**config.mk**
```make
export PLATFORM = sky130hd
export DESIGN_NAME = frame_rms_peak_meter_flat
export DESIGN_NICKNAME = d
export VERILOG_FILES = /design/src/design/fpm_pkg.sv /design/src/design/fpm_in_if.sv /design/src/design/fpm_out_if.sv /design/src/design/fpm_front.sv /design/src/design/fpm_queue.sv /design/src/design/fpm_back.sv /design/src/design/frame_rms_peak_meter.sv /design/src/flat_wrapper.sv
export SDC_FILE = /design/constraint.sdc
export NUM_CORES = 2
export LEC_CHECK = 0
export ABC_AREA = 0
export BUFFER_PORTS_ARGS = -buffer_cell sky130_fd_sc_hd__buf_2
export CAP_MARGIN = 25
export CORE_MARGIN = 8
export CORE_UTILIZATION = 50
export DETAILED_ROUTE_END_ITERATION = 8
export PLACE_DENSITY = 0.72
export SLEW_MARGIN = 20
export SYNTH_ARGS = -nofsm -noshare
export SYNTH_HDL_FRONTEND = slang
export SYNTH_HIERARCHICAL = 1
export SYNTH_SLANG_ARGS = --single-unit
export TNS_END_PERCENT = 20
```
**constraint.sdc**
```tcl
create_clock -name clk -period 29.9 [get_ports clk]
set_clock_uncertainty 0.1 [all_clocks]
set_input_delay 5.98 -clock clk [delete_from_list [all_inputs] [get_ports clk]]
set_output_delay 5.98 -clock clk [all_outputs]
set_load 0.02 [all_outputs]
```
**src/design/fpm_pkg.sv**
```systemverilog
package fpm_pkg;

	// frame length limit and the widths that follow from it
	localparam int MAX_FRAME = 4096;
	localparam int CNT_W = $clog2(MAX_FRAME + 1);

	localparam int SAMPLE_W = 16;
	localparam int MAG_W = 16;
	localparam int SUM_W = 43;
	localparam int LEVEL_W = 16;
	localparam int ROOT_W = 16;
	localparam int MEAN_W = 31;
	localparam int PROD_W = 32;
	localparam int DIV_CNT_W = $clog2(SUM_W);
	localparam int BIT_IDX_W = $clog2(ROOT_W);

	localparam int QUEUE_DEPTH = 2;
	localparam int QPTR_W = $clog2(QUEUE_DEPTH);

	localparam logic [SUM_W-1:0] SUM_LIMIT = {SUM_W{1'b1}};
	localparam logic [LEVEL_W:0] FULL_SCALE = 17'd32768;
	localparam logic [MEAN_W-1:0] MEAN_MAX = 31'd1073741824;

	// smoothing and decay coefficients, q0.16
	localparam logic [15:0] K_RMS_OLD = 16'd51118;
	localparam logic [15:0] K_RMS_NEW = 16'd14418;
	localparam logic [15:0] K_PEAK_DECAY = 16'd53740;
	localparam logic [PROD_W:0] HALF_Q16 = 33'd32768;

	// what the front hands over for one finished frame
	typedef struct packed {
		logic [SUM_W-1:0] square_sum;
		logic [CNT_W-1:0] count;
		logic [MAG_W-1:0] peak;
		logic             overlong;
	} fpm_frame_t;

endpackage

```
**src/design/fpm_in_if.sv**
```systemverilog
interface fpm_in_if;
	logic               valid;
	logic               ready;
	logic signed [15:0] sample;
	logic               frame_end;

	modport source (output valid, output sample, output frame_end, input ready);
	modport sink (input valid, input sample, input frame_end, output ready);
endinterface

```
**src/design/fpm_out_if.sv**
```systemverilog
interface fpm_out_if;
	logic        valid;
	logic        ready;
	logic [15:0] level_rms;
	logic [15:0] level_peak;
	logic        frame_overlong;

	modport source (output valid, output level_rms, output level_peak,
		output frame_overlong, input ready);
	modport sink (input valid, input level_rms, input level_peak,
		input frame_overlong, output ready);
endinterface

```
**src/design/fpm_front.sv**
```systemverilog
module fpm_front (
	input  logic               clk,
	input  logic               arst_n,
	fpm_in_if.sink             audio,
	output logic               push_valid,
	input  logic               push_ready,
	output fpm_pkg::fpm_frame_t push_frame
);
	import fpm_pkg::*;

	logic [SUM_W-1:0] sum_q;
	logic [CNT_W-1:0] count_q;
	logic [MAG_W-1:0] peak_q;
	logic             overlong_q;

	logic             accept;
	logic [MAG_W-1:0] mag;
	logic [PROD_W-1:0] square;
	logic [SUM_W:0]   sum_add;
	logic             full;
	logic [SUM_W-1:0] sum_next;
	logic [CNT_W-1:0] count_next;
	logic [MAG_W-1:0] peak_next;
	logic             overlong_next;

	assign audio.ready = push_ready;
	assign accept = audio.valid && push_ready;

	always_comb begin
		// two's complement magnitude, -32768 gives 32768 which still fits
		mag = audio.sample[SAMPLE_W-1] ? MAG_W'(~audio.sample + 16'sd1)
			: MAG_W'(audio.sample);
		square = PROD_W'(mag) * PROD_W'(mag);
		sum_add = {1'b0, sum_q} + (SUM_W + 1)'(square);
		full = (count_q >= CNT_W'(MAX_FRAME));
		peak_next = (mag > peak_q) ? mag : peak_q;
		if (full) begin
			sum_next = sum_q;
			count_next = count_q;
			overlong_next = 1'b1;
		end else begin
			sum_next = sum_add[SUM_W] ? SUM_LIMIT : sum_add[SUM_W-1:0];
			count_next = count_q + CNT_W'(1);
			overlong_next = overlong_q;
		end
	end

	assign push_valid = accept && audio.frame_end;
	assign push_frame = '{square_sum: sum_next, count: count_next, peak: peak_next,
		overlong: overlong_next};

	always_ff @(posedge clk or negedge arst_n) begin
		if (!arst_n) begin
			sum_q <= '0;
			count_q <= '0;
			peak_q <= '0;
			overlong_q <= 1'b0;
		end else if (accept) begin
			if (audio.frame_end) begin
				sum_q <= '0;
				count_q <= '0;
				peak_q <= '0;
				overlong_q <= 1'b0;
			end else begin
				sum_q <= sum_next;
				count_q <= count_next;
				peak_q <= peak_next;
				overlong_q <= overlong_next;
			end
		end
	end

endmodule

```
**src/design/fpm_queue.sv**
```systemverilog
module fpm_queue (
	input  logic               clk,
	input  logic               arst_n,
	input  logic               push_valid,
	output logic               push_ready,
	input  fpm_pkg::fpm_frame_t push_frame,
	output logic               pop_valid,
	input  logic               pop_ready,
	output fpm_pkg::fpm_frame_t pop_frame
);
	import fpm_pkg::*;

	fpm_frame_t       entry_q [QUEUE_DEPTH];
	logic [QPTR_W-1:0] wr_ptr_q;
	logic [QPTR_W-1:0] rd_ptr_q;
	logic [QPTR_W:0]   fill_q;
	logic              do_push;
	logic              do_pop;

	assign push_ready = (fill_q != (QPTR_W + 1)'(QUEUE_DEPTH));
	assign pop_valid = (fill_q != '0);
	assign pop_frame = entry_q[rd_ptr_q];
	assign do_push = push_valid && push_ready;
	assign do_pop = pop_valid && pop_ready;

	always_ff @(posedge clk) begin
		if (do_push) begin
			entry_q[wr_ptr_q] <= push_frame;
		end
	end

	always_ff @(posedge clk or negedge arst_n) begin
		if (!arst_n) begin
			wr_ptr_q <= '0;
			rd_ptr_q <= '0;
			fill_q <= '0;
		end else begin
			if (do_push) begin
				wr_ptr_q <= wr_ptr_q + QPTR_W'(1);
			end
			if (do_pop) begin
				rd_ptr_q <= rd_ptr_q + QPTR_W'(1);
			end
			if (do_push && !do_pop) begin
				fill_q <= fill_q + (QPTR_W + 1)'(1);
			end else if (do_pop && !do_push) begin
				fill_q <= fill_q - (QPTR_W + 1)'(1);
			end
		end
	end

endmodule

```
**src/design/fpm_back.sv**
```systemverilog
module fpm_back (
	input  logic               clk,
	input  logic               arst_n,
	input  logic               pop_valid,
	output logic               pop_ready,
	input  fpm_pkg::fpm_frame_t pop_frame,
	fpm_out_if.source          meter
);
	import fpm_pkg::*;

	typedef enum logic [6:0] {
		ST_IDLE  = 7'b0000001,
		ST_DIV   = 7'b0000010,
		ST_ROOT  = 7'b0000100,
		ST_FIX   = 7'b0001000,
		ST_ROUND = 7'b0010000,
		ST_SCALE = 7'b0100000,
		ST_BLEND = 7'b1000000
	} back_state_t;

	back_state_t          state_q;
	logic [SUM_W-1:0]     quo_q;
	logic [CNT_W-1:0]     rem_q;
	logic [CNT_W-1:0]     divisor_q;
	logic [DIV_CNT_W-1:0] div_cnt_q;
	logic [MEAN_W-1:0]    mean_q;
	logic [ROOT_W-1:0]    root_q;
	logic [BIT_IDX_W-1:0] bit_idx_q;
	logic [PROD_W-1:0]    sq_q;
	logic [LEVEL_W-1:0]   rms_new_q;
	logic [MAG_W-1:0]     frame_peak_q;
	logic                 overlong_q;
	logic [PROD_W-1:0]    prod_old_q;
	logic [PROD_W-1:0]    prod_new_q;
	logic [PROD_W-1:0]    prod_peak_q;
	logic [LEVEL_W-1:0]   smooth_rms_q;
	logic [LEVEL_W-1:0]   smooth_peak_q;
	logic                 out_valid_q;
	logic [LEVEL_W-1:0]   out_rms_q;
	logic [LEVEL_W-1:0]   out_peak_q;
	logic                 out_overlong_q;

	logic [CNT_W:0]       rem_sh;
	logic                 q_bit;
	logic [CNT_W:0]       rem_sub;
	logic [SUM_W-1:0]     quo_next;
	logic [ROOT_W-1:0]    trial;
	logic [PROD_W-1:0]    trial_sq;
	logic [MEAN_W-1:0]    diff;
	logic [LEVEL_W:0]     root_rnd;
	logic [PROD_W:0]      rms_acc;
	logic [PROD_W:0]      peak_acc;
	logic [LEVEL_W:0]     rms_cand;
	logic [LEVEL_W:0]     decayed;
	logic [LEVEL_W:0]     peak_cand;
	logic                 out_free;

	assign pop_ready = (state_q == ST_IDLE);
	assign out_free = !out_valid_q || meter.ready;

	always_comb begin
		// restoring divide step
		rem_sh = {rem_q, quo_q[SUM_W-1]};
		q_bit = (rem_sh >= {1'b0, divisor_q});
		rem_sub = q_bit ? (rem_sh - {1'b0, divisor_q}) : rem_sh;
		quo_next = {quo_q[SUM_W-2:0], q_bit};
		// square root trial bit
		trial = root_q | (ROOT_W'(1) << bit_idx_q);
		trial_sq = PROD_W'(trial) * PROD_W'(trial);
		// round to nearest and hold at full scale
		diff = mean_q - sq_q[MEAN_W-1:0];
		root_rnd = (diff > MEAN_W'(root_q)) ? ((LEVEL_W + 1)'(root_q) + (LEVEL_W + 1)'(1))
			: (LEVEL_W + 1)'(root_q);
		// smoothing
		rms_acc = (PROD_W + 1)'(prod_old_q) + (PROD_W + 1)'(prod_new_q) + HALF_Q16;
		peak_acc = (PROD_W + 1)'(prod_peak_q) + HALF_Q16;
		rms_cand = rms_acc[PROD_W:16];
		decayed = peak_acc[PROD_W:16];
		peak_cand = (decayed > (LEVEL_W + 1)'(frame_peak_q)) ? decayed
			: (LEVEL_W + 1)'(frame_peak_q);
	end

	always_ff @(posedge clk) begin
		unique case (state_q)
			ST_IDLE: begin
				quo_q <= pop_frame.square_sum;
				divisor_q <= pop_frame.count;
				frame_peak_q <= pop_frame.peak;
				overlong_q <= pop_frame.overlong;
				rem_q <= '0;
				div_cnt_q <= '0;
			end
			ST_DIV: begin
				quo_q <= quo_next;
				rem_q <= rem_sub[CNT_W-1:0];
				div_cnt_q <= div_cnt_q + DIV_CNT_W'(1);
				if (div_cnt_q == DIV_CNT_W'(SUM_W - 1)) begin
					mean_q <= (quo_next > SUM_W'(MEAN_MAX)) ? MEAN_MAX
						: quo_next[MEAN_W-1:0];
					root_q <= '0;
					bit_idx_q <= BIT_IDX_W'(ROOT_W - 1);
				end
			end
			ST_ROOT: begin
				if (trial_sq <= PROD_W'(mean_q)) begin
					root_q <= trial;
				end
				bit_idx_q <= bit_idx_q - BIT_IDX_W'(1);
			end
			ST_FIX: begin
				sq_q <= PROD_W'(root_q) * PROD_W'(root_q);
			end
			ST_ROUND: begin
				rms_new_q <= (root_rnd > FULL_SCALE) ? LEVEL_W'(FULL_SCALE)
					: root_rnd[LEVEL_W-1:0];
			end
			ST_SCALE: begin
				prod_old_q <= PROD_W'(K_RMS_OLD) * PROD_W'(smooth_rms_q);
				prod_new_q <= PROD_W'(K_RMS_NEW) * PROD_W'(rms_new_q);
				prod_peak_q <= PROD_W'(K_PEAK_DECAY) * PROD_W'(smooth_peak_q);
			end
			ST_BLEND: begin
			end
			default: begin
			end
		endcase
		if (state_q == ST_BLEND && out_free) begin
			out_rms_q <= (rms_cand > FULL_SCALE) ? LEVEL_W'(FULL_SCALE)
				: rms_cand[LEVEL_W-1:0];
			out_peak_q <= (peak_cand > FULL_SCALE) ? LEVEL_W'(FULL_SCALE)
				: peak_cand[LEVEL_W-1:0];
			out_overlong_q <= overlong_q;
		end
	end

	always_ff @(posedge clk or negedge arst_n) begin
		if (!arst_n) begin
			state_q <= ST_IDLE;
			smooth_rms_q <= '0;
			smooth_peak_q <= '0;
			out_valid_q <= 1'b0;
		end else begin
			unique case (state_q)
				ST_IDLE: begin
					if (pop_valid) begin
						state_q <= ST_DIV;
					end
				end
				ST_DIV: begin
					if (div_cnt_q == DIV_CNT_W'(SUM_W - 1)) begin
						state_q <= ST_ROOT;
					end
				end
				ST_ROOT: begin
					if (bit_idx_q == '0) begin
						state_q <= ST_FIX;
					end
				end
				ST_FIX: state_q <= ST_ROUND;
				ST_ROUND: state_q <= ST_SCALE;
				ST_SCALE: state_q <= ST_BLEND;
				ST_BLEND: begin
					if (out_free) begin
						state_q <= ST_IDLE;
						smooth_rms_q <= (rms_cand > FULL_SCALE) ? LEVEL_W'(FULL_SCALE)
							: rms_cand[LEVEL_W-1:0];
						smooth_peak_q <= (peak_cand > FULL_SCALE) ? LEVEL_W'(FULL_SCALE)
							: peak_cand[LEVEL_W-1:0];
					end
				end
				default: state_q <= ST_IDLE;
			endcase
			if (state_q == ST_BLEND && out_free) begin
				out_valid_q <= 1'b1;
			end else if (meter.ready) begin
				out_valid_q <= 1'b0;
			end
		end
	end

	assign meter.valid = out_valid_q;
	assign meter.level_rms = out_rms_q;
	assign meter.level_peak = out_peak_q;
	assign meter.frame_overlong = out_overlong_q;

endmodule

```
**src/design/frame_rms_peak_meter.sv**
```systemverilog
// frame rms / peak level meter
// throughput: one sample item per cycle while the queue has room; root, smoothing once per frame
// a frame-end item reaches its result through the queue, a 43-step divide and a 16-step root
// the per-frame unit takes a new frame only when idle, so it can pace the input; queue of two
// reset: arst_n asynchronous, active low, clears accumulators, smoothed levels and handshakes
module frame_rms_peak_meter (
	input  logic clk,
	input  logic arst_n,
	fpm_in_if.sink     audio,
	fpm_out_if.source  meter
);
	import fpm_pkg::*;

	// front to queue
	logic       push_valid;
	logic       push_ready;
	fpm_frame_t push_frame;

	// queue to back
	logic       pop_valid;
	logic       pop_ready;
	fpm_frame_t pop_frame;

	// front: magnitude, square and peak per sample, frame record on frame end
	fpm_front u_front (
		.clk        (clk),
		.arst_n     (arst_n),
		.audio      (audio),
		.push_valid (push_valid),
		.push_ready (push_ready),
		.push_frame (push_frame)
	);

	// short frame queue, lets the front keep taking samples while the back is busy
	fpm_queue u_queue (
		.clk        (clk),
		.arst_n     (arst_n),
		.push_valid (push_valid),
		.push_ready (push_ready),
		.push_frame (push_frame),
		.pop_valid  (pop_valid),
		.pop_ready  (pop_ready),
		.pop_frame  (pop_frame)
	);

	// back: mean by serial divide, root bit by bit, then smoothing and decay
	fpm_back u_back (
		.clk       (clk),
		.arst_n    (arst_n),
		.pop_valid (pop_valid),
		.pop_ready (pop_ready),
		.pop_frame (pop_frame),
		.meter     (meter)
	);

`ifndef SYNTHESIS
	// the front only pushes a frame when the queue has room
	assert property (@(posedge clk) disable iff (!arst_n) push_valid |-> push_ready)
		else $error("frame pushed into a full queue");

	// every queued frame has counted between one and the limit of samples
	assert property (@(posedge clk) disable iff (!arst_n)
		pop_valid |-> (pop_frame.count != '0) && (pop_frame.count <= CNT_W'(MAX_FRAME)))
		else $error("queued frame with a bad sample count");

	// an overlong mark means the count stopped at the limit
	assert property (@(posedge clk) disable iff (!arst_n)
		(pop_valid && pop_frame.overlong) |-> (pop_frame.count == CNT_W'(MAX_FRAME)))
		else $error("overlong frame without a full count");

	// levels never pass full scale
	assert property (@(posedge clk) disable iff (!arst_n)
		meter.valid |-> ((17'(meter.level_rms) <= FULL_SCALE)
			&& (17'(meter.level_peak) <= FULL_SCALE)))
		else $error("level above full scale");
`endif

endmodule
```
**src/flat_wrapper.sv**
```systemverilog
// flat-port wrapper written by rule: the top's interface ports become plain ports
module frame_rms_peak_meter_flat import fpm_pkg::*;
  (clk, arst_n, audio_valid, audio_sample, audio_frame_end, audio_ready, meter_valid, meter_level_rms, meter_level_peak, meter_frame_overlong, meter_ready);
  fpm_in_if audio_i ();
  fpm_out_if meter_i ();
  input  logic clk;
  input  logic arst_n;
  input wire logic [$bits(audio_i.valid)-1:0] audio_valid;
  input wire logic [$bits(audio_i.sample)-1:0] audio_sample;
  input wire logic [$bits(audio_i.frame_end)-1:0] audio_frame_end;
  output wire logic [$bits(audio_i.ready)-1:0] audio_ready;
  output wire logic [$bits(meter_i.valid)-1:0] meter_valid;
  output wire logic [$bits(meter_i.level_rms)-1:0] meter_level_rms;
  output wire logic [$bits(meter_i.level_peak)-1:0] meter_level_peak;
  output wire logic [$bits(meter_i.frame_overlong)-1:0] meter_frame_overlong;
  input wire logic [$bits(meter_i.ready)-1:0] meter_ready;
  assign audio_i.valid = audio_valid;
  assign audio_i.sample = audio_sample;
  assign audio_i.frame_end = audio_frame_end;
  assign audio_ready = audio_i.ready;
  assign meter_valid = meter_i.valid;
  assign meter_level_rms = meter_i.level_rms;
  assign meter_level_peak = meter_i.level_peak;
  assign meter_frame_overlong = meter_i.frame_overlong;
  assign meter_i.ready = meter_ready;
  frame_rms_peak_meter u_core (.clk(clk), .arst_n(arst_n), .audio(audio_i), .meter(meter_i));
endmodule
```
==> results.txt <==
DRC viols -> 0
Peak VDD IR -> 344 uV
Critical path type -> in2reg
Post-Place Worst Slack -> 15.33 ns
Seq pwr share -> 21.3%
Placed Instances -> 7802
Final hold slack -> 0.389 ns
Measured slew at the worst slew-check pin -> 1.05 ns
Ranking of synthesized cells by area -> fa_1 23%, edfxtp_1 21%, ha_1 16%
Comb power frac -> 65.8%
WP data required -> 30.34 ns
Maxcap violations -> 0
Post-CTS Setup Bufs -> 0
Wirelength per Cell -> 18.5 um
Clock net sink count -> 562
Area of the multi-input gates -> 41000 um2
Status -> finished, final reports clean
Synth Cell Area -> 63000 um2
CTS tree -> yes
Sum Neg Setup Slack -> 0 ns
RSZ-0062 raised after global routing -> false
Clk slew on worst S/H paths -> 0.06 ns
Area after DPL -> 65000 um2
Crit start category -> primary input
Die area -> 138000 um2
EDFF count, synth -> 445
Crit-path slowest cell -> nor3_2
Proportion of layout cells with a drive suffix above 1 -> 6.81%
Cells after Synth -> 6202
Finished Layout Cells -> 7918
# diodes -> 0
Top FF cell, synth -> edfxtp_1
Synth Warn # -> 6
Layout Cell Area excl Fill -> 67200 um2
Num ports -> 56
Min cycle time layout -> 13.97 ns
Vias in the first global route -> 46400
Top cell type's share of synthesized area -> 22.9%
Final HPWL DP -> 117000 um
Resized cells post-CTS -> 0
Post-Route WL -> 146000 um
Core region area -> 125000 um2
Power, Total -> 6.17 mW
Crit-path max cell delay -> 0.81 ns
Fin. Hold Viols -> 0
Number of CTS-inserted buffers -> 60
Chip width -> 371 um
Std-Cell Rows -> 130
Max Freq -> 0.0716 GHz
CTS Hold Bufs -> 0
Clk pwr share -> 12.8%
DR pass1 iterations -> 5
P_leak -> 32.8 nW
Pint -> 3.22 mW
Total GRT Usage -> 21.7%
Setup violations, final -> 0
Post-synthesis area per instance -> 10.2 um2
Root Buffer -> clkbuf_16
Post-route ant nets -> 0
Critical Path AT -> 14.41 ns
Die Y -> 371 um
Relative slew slack -> 30.2%
Syn-to-layout area delta -> 6.57%
Detailed-route via count -> 43800
Fin. max-slew vios -> 0
Nets@finish -> 7787
Routability cong. -> 0.928
Crit. End Element -> flip-flop
Iter 0 DRT Violations -> 2912
Post-synth ARST share -> 20.8%
Clock buffer depth -> 3
Vias per cell -> 5.53
Hold Path Class -> reg2reg
Initial core utilization -> 50.3%
FILL cells -> 10800
PortBufs -> 55
Grt total ovfl -> 0
Final worst setup slack -> 15.93 ns
Net Sw Power -> 2.96 mW
Register area -> 16300 um2
Sequential fraction of the synthesis area -> 25.8%
Worst-Skew Late Latency -> 0.70 ns
CTS H-tree depth -> 2
Yosys top cell by area -> fa_1
Layout Utilization -> 53.6%
Count leader, synth -> inv_1
Flops & latches, synth -> 562
CP max FO -> 22
Power per standard cell area -> 91.9 nW/um2
Net Sw Frac -> 47.9%
First-pass GRT wire length -> 242000 um
Synth unique cells -> 117
Period utilisation layout -> 46.7%
Initial antenna violation count -> 2
Most frequent cells after synthesis -> 1320 x inv_1, 830 x ha_1, 720 x fa_1
Pin count of the biggest net entering global routing -> 79
## kinds of logic after synthesis
group	count (synthesis)	share of synthesized area, %
adder cells (fa/ha/maj)	1551	39.4
buffers and inverters	1495	9.20
AND/OR/NAND/NOR	1328	9.71
AO/OA/AOI/OAI	854	9.30
flip-flops	562	25.8
XOR/XNOR	276	3.86
multiplexers	134	2.72
other	2	0.0119
## worst max-delay path: cells and delay by family
kind / cells / cell delay, ns
simple gates: 3 / 1.23
fa+ha+maj: 8 / 3.68
xor+xnor: 1 / 0.55
buf+inv: 8 / 1.41
compound gates: 5 / 1.53
## layer usage
metal	GRT usage, %	share of wire, %	vias up
li1	-	-	20400
met1	28.5	42	21700
met2	37.0	48	1354
met5	0	0.012	-
met3	2.94	6.0	339
met4	7.50	3.8	4
## worst paths after layout
check                      cells after the start                  startpoint  slack (ns)                        to
max                                           25             audio_sample[0]       15.93  u_core/u_front/sum_q[30]
max reg2reg                                   43  u_core/u_back/bit_idx_q[0]       19.13   u_core/u_back/root_q[9]
min reg2reg                                    1    u_core/u_front/peak_q[3]        0.39  u_core/u_front/peak_q[3]
min                                            1    u_core/u_front/peak_q[3]        0.39  u_core/u_front/peak_q[3]
min in group asynchronous                      1                      arst_n        5.16  u_core/u_front/sum_q[32]
max in group asynchronous                      2                      arst_n       23.13  u_core/u_back/state_q[1]
## registers in the layout, summed over array words and instances, names as in the netlist, 6 cells and up
register,count
u_core/u_back/quo_q,43
u_core/u_back/rem_q,13
u_core/u_queue/entry_q,146
u_core/u_back/prod_old_q,31
u_core/u_back/divisor_q,13
u_core/u_back/root_q,16
u_core/u_front/sum_q,43
u_core/u_back/rms_new_q,16
u_core/u_back/mean_q,31
u_core/u_front/count_q,13
u_core/u_back/div_cnt_q,6
u_core/u_back/frame_peak_q,16
u_core/u_back/smooth_peak_q,16
u_core/u_back/meter.level_peak,16
u_core/u_back/meter.level_rms,16
u_core/u_back/sq_q,30
u_core/u_back/smooth_rms_q,16
u_core/u_back/prod_new_q,29
u_core/u_front/peak_q,16
u_core/u_back/prod_peak_q,17
u_core/u_back/state_q,7
## power groups by stage
stage / logic [mW] / clock network, mW / registers, mW
2_1_floorplan: 3.00 / 0 / 1.31
5_1_grt: 4.53 / 0.843 / 1.32
3_5_place_dp: 4.00 / 0 / 1.33
4_1_cts: 4.03 / 0.811 / 1.32
3_3_place_gp: 3.92 / 0 / 1.33
6_report: 4.07 / 0.793 / 1.32
## final cells by class
| cell class | count | share of cell area, % |
|---|---|---|
| timing repair buffer | 102 | 0.974 |
| inverter | 1337 | 7.47 |
| clock inverter | 33 | 0.624 |
| clock buffer | 81 | 2.52 |
| tap | 1650 | 3.07 |
| sequential | 562 | 24.3 |
| multi-input combinational | 4153 | 61.1 |
## cell usage in the layout, fill, tap and decap left out, types with 12 or more instances in the layout
cell type	n
edfxtp_1	445
nor2_1	441
o31ai_1	31
mux2i_1	15
nor3_1	71
o211ai_1	12
a21o_1	96
xor2_1	66
nor4_1	28
buf_4	45
a21boi_0	18
o21ai_0	146
a21oi_1	250
clkbuf_16	63
o2bb2ai_1	14
nand3_1	77
nor2b_1	44
mux2_4	60
dfrtp_1	115
mux2_2	59
xnor2_1	208
o21a_1	32
and2_1	48
inv_1	1318
nand4_1	46
a211oi_1	23
buf_2	54
fa_1	720
clkbuf_1	13
and3_1	30
a31oi_1	22
nand2b_1	33
nand2_1	420
or3_1	14
nor3b_1	12
ha_1	830
o221a_2	16
o21bai_1	28
Power figures use the tool's default switching activity.
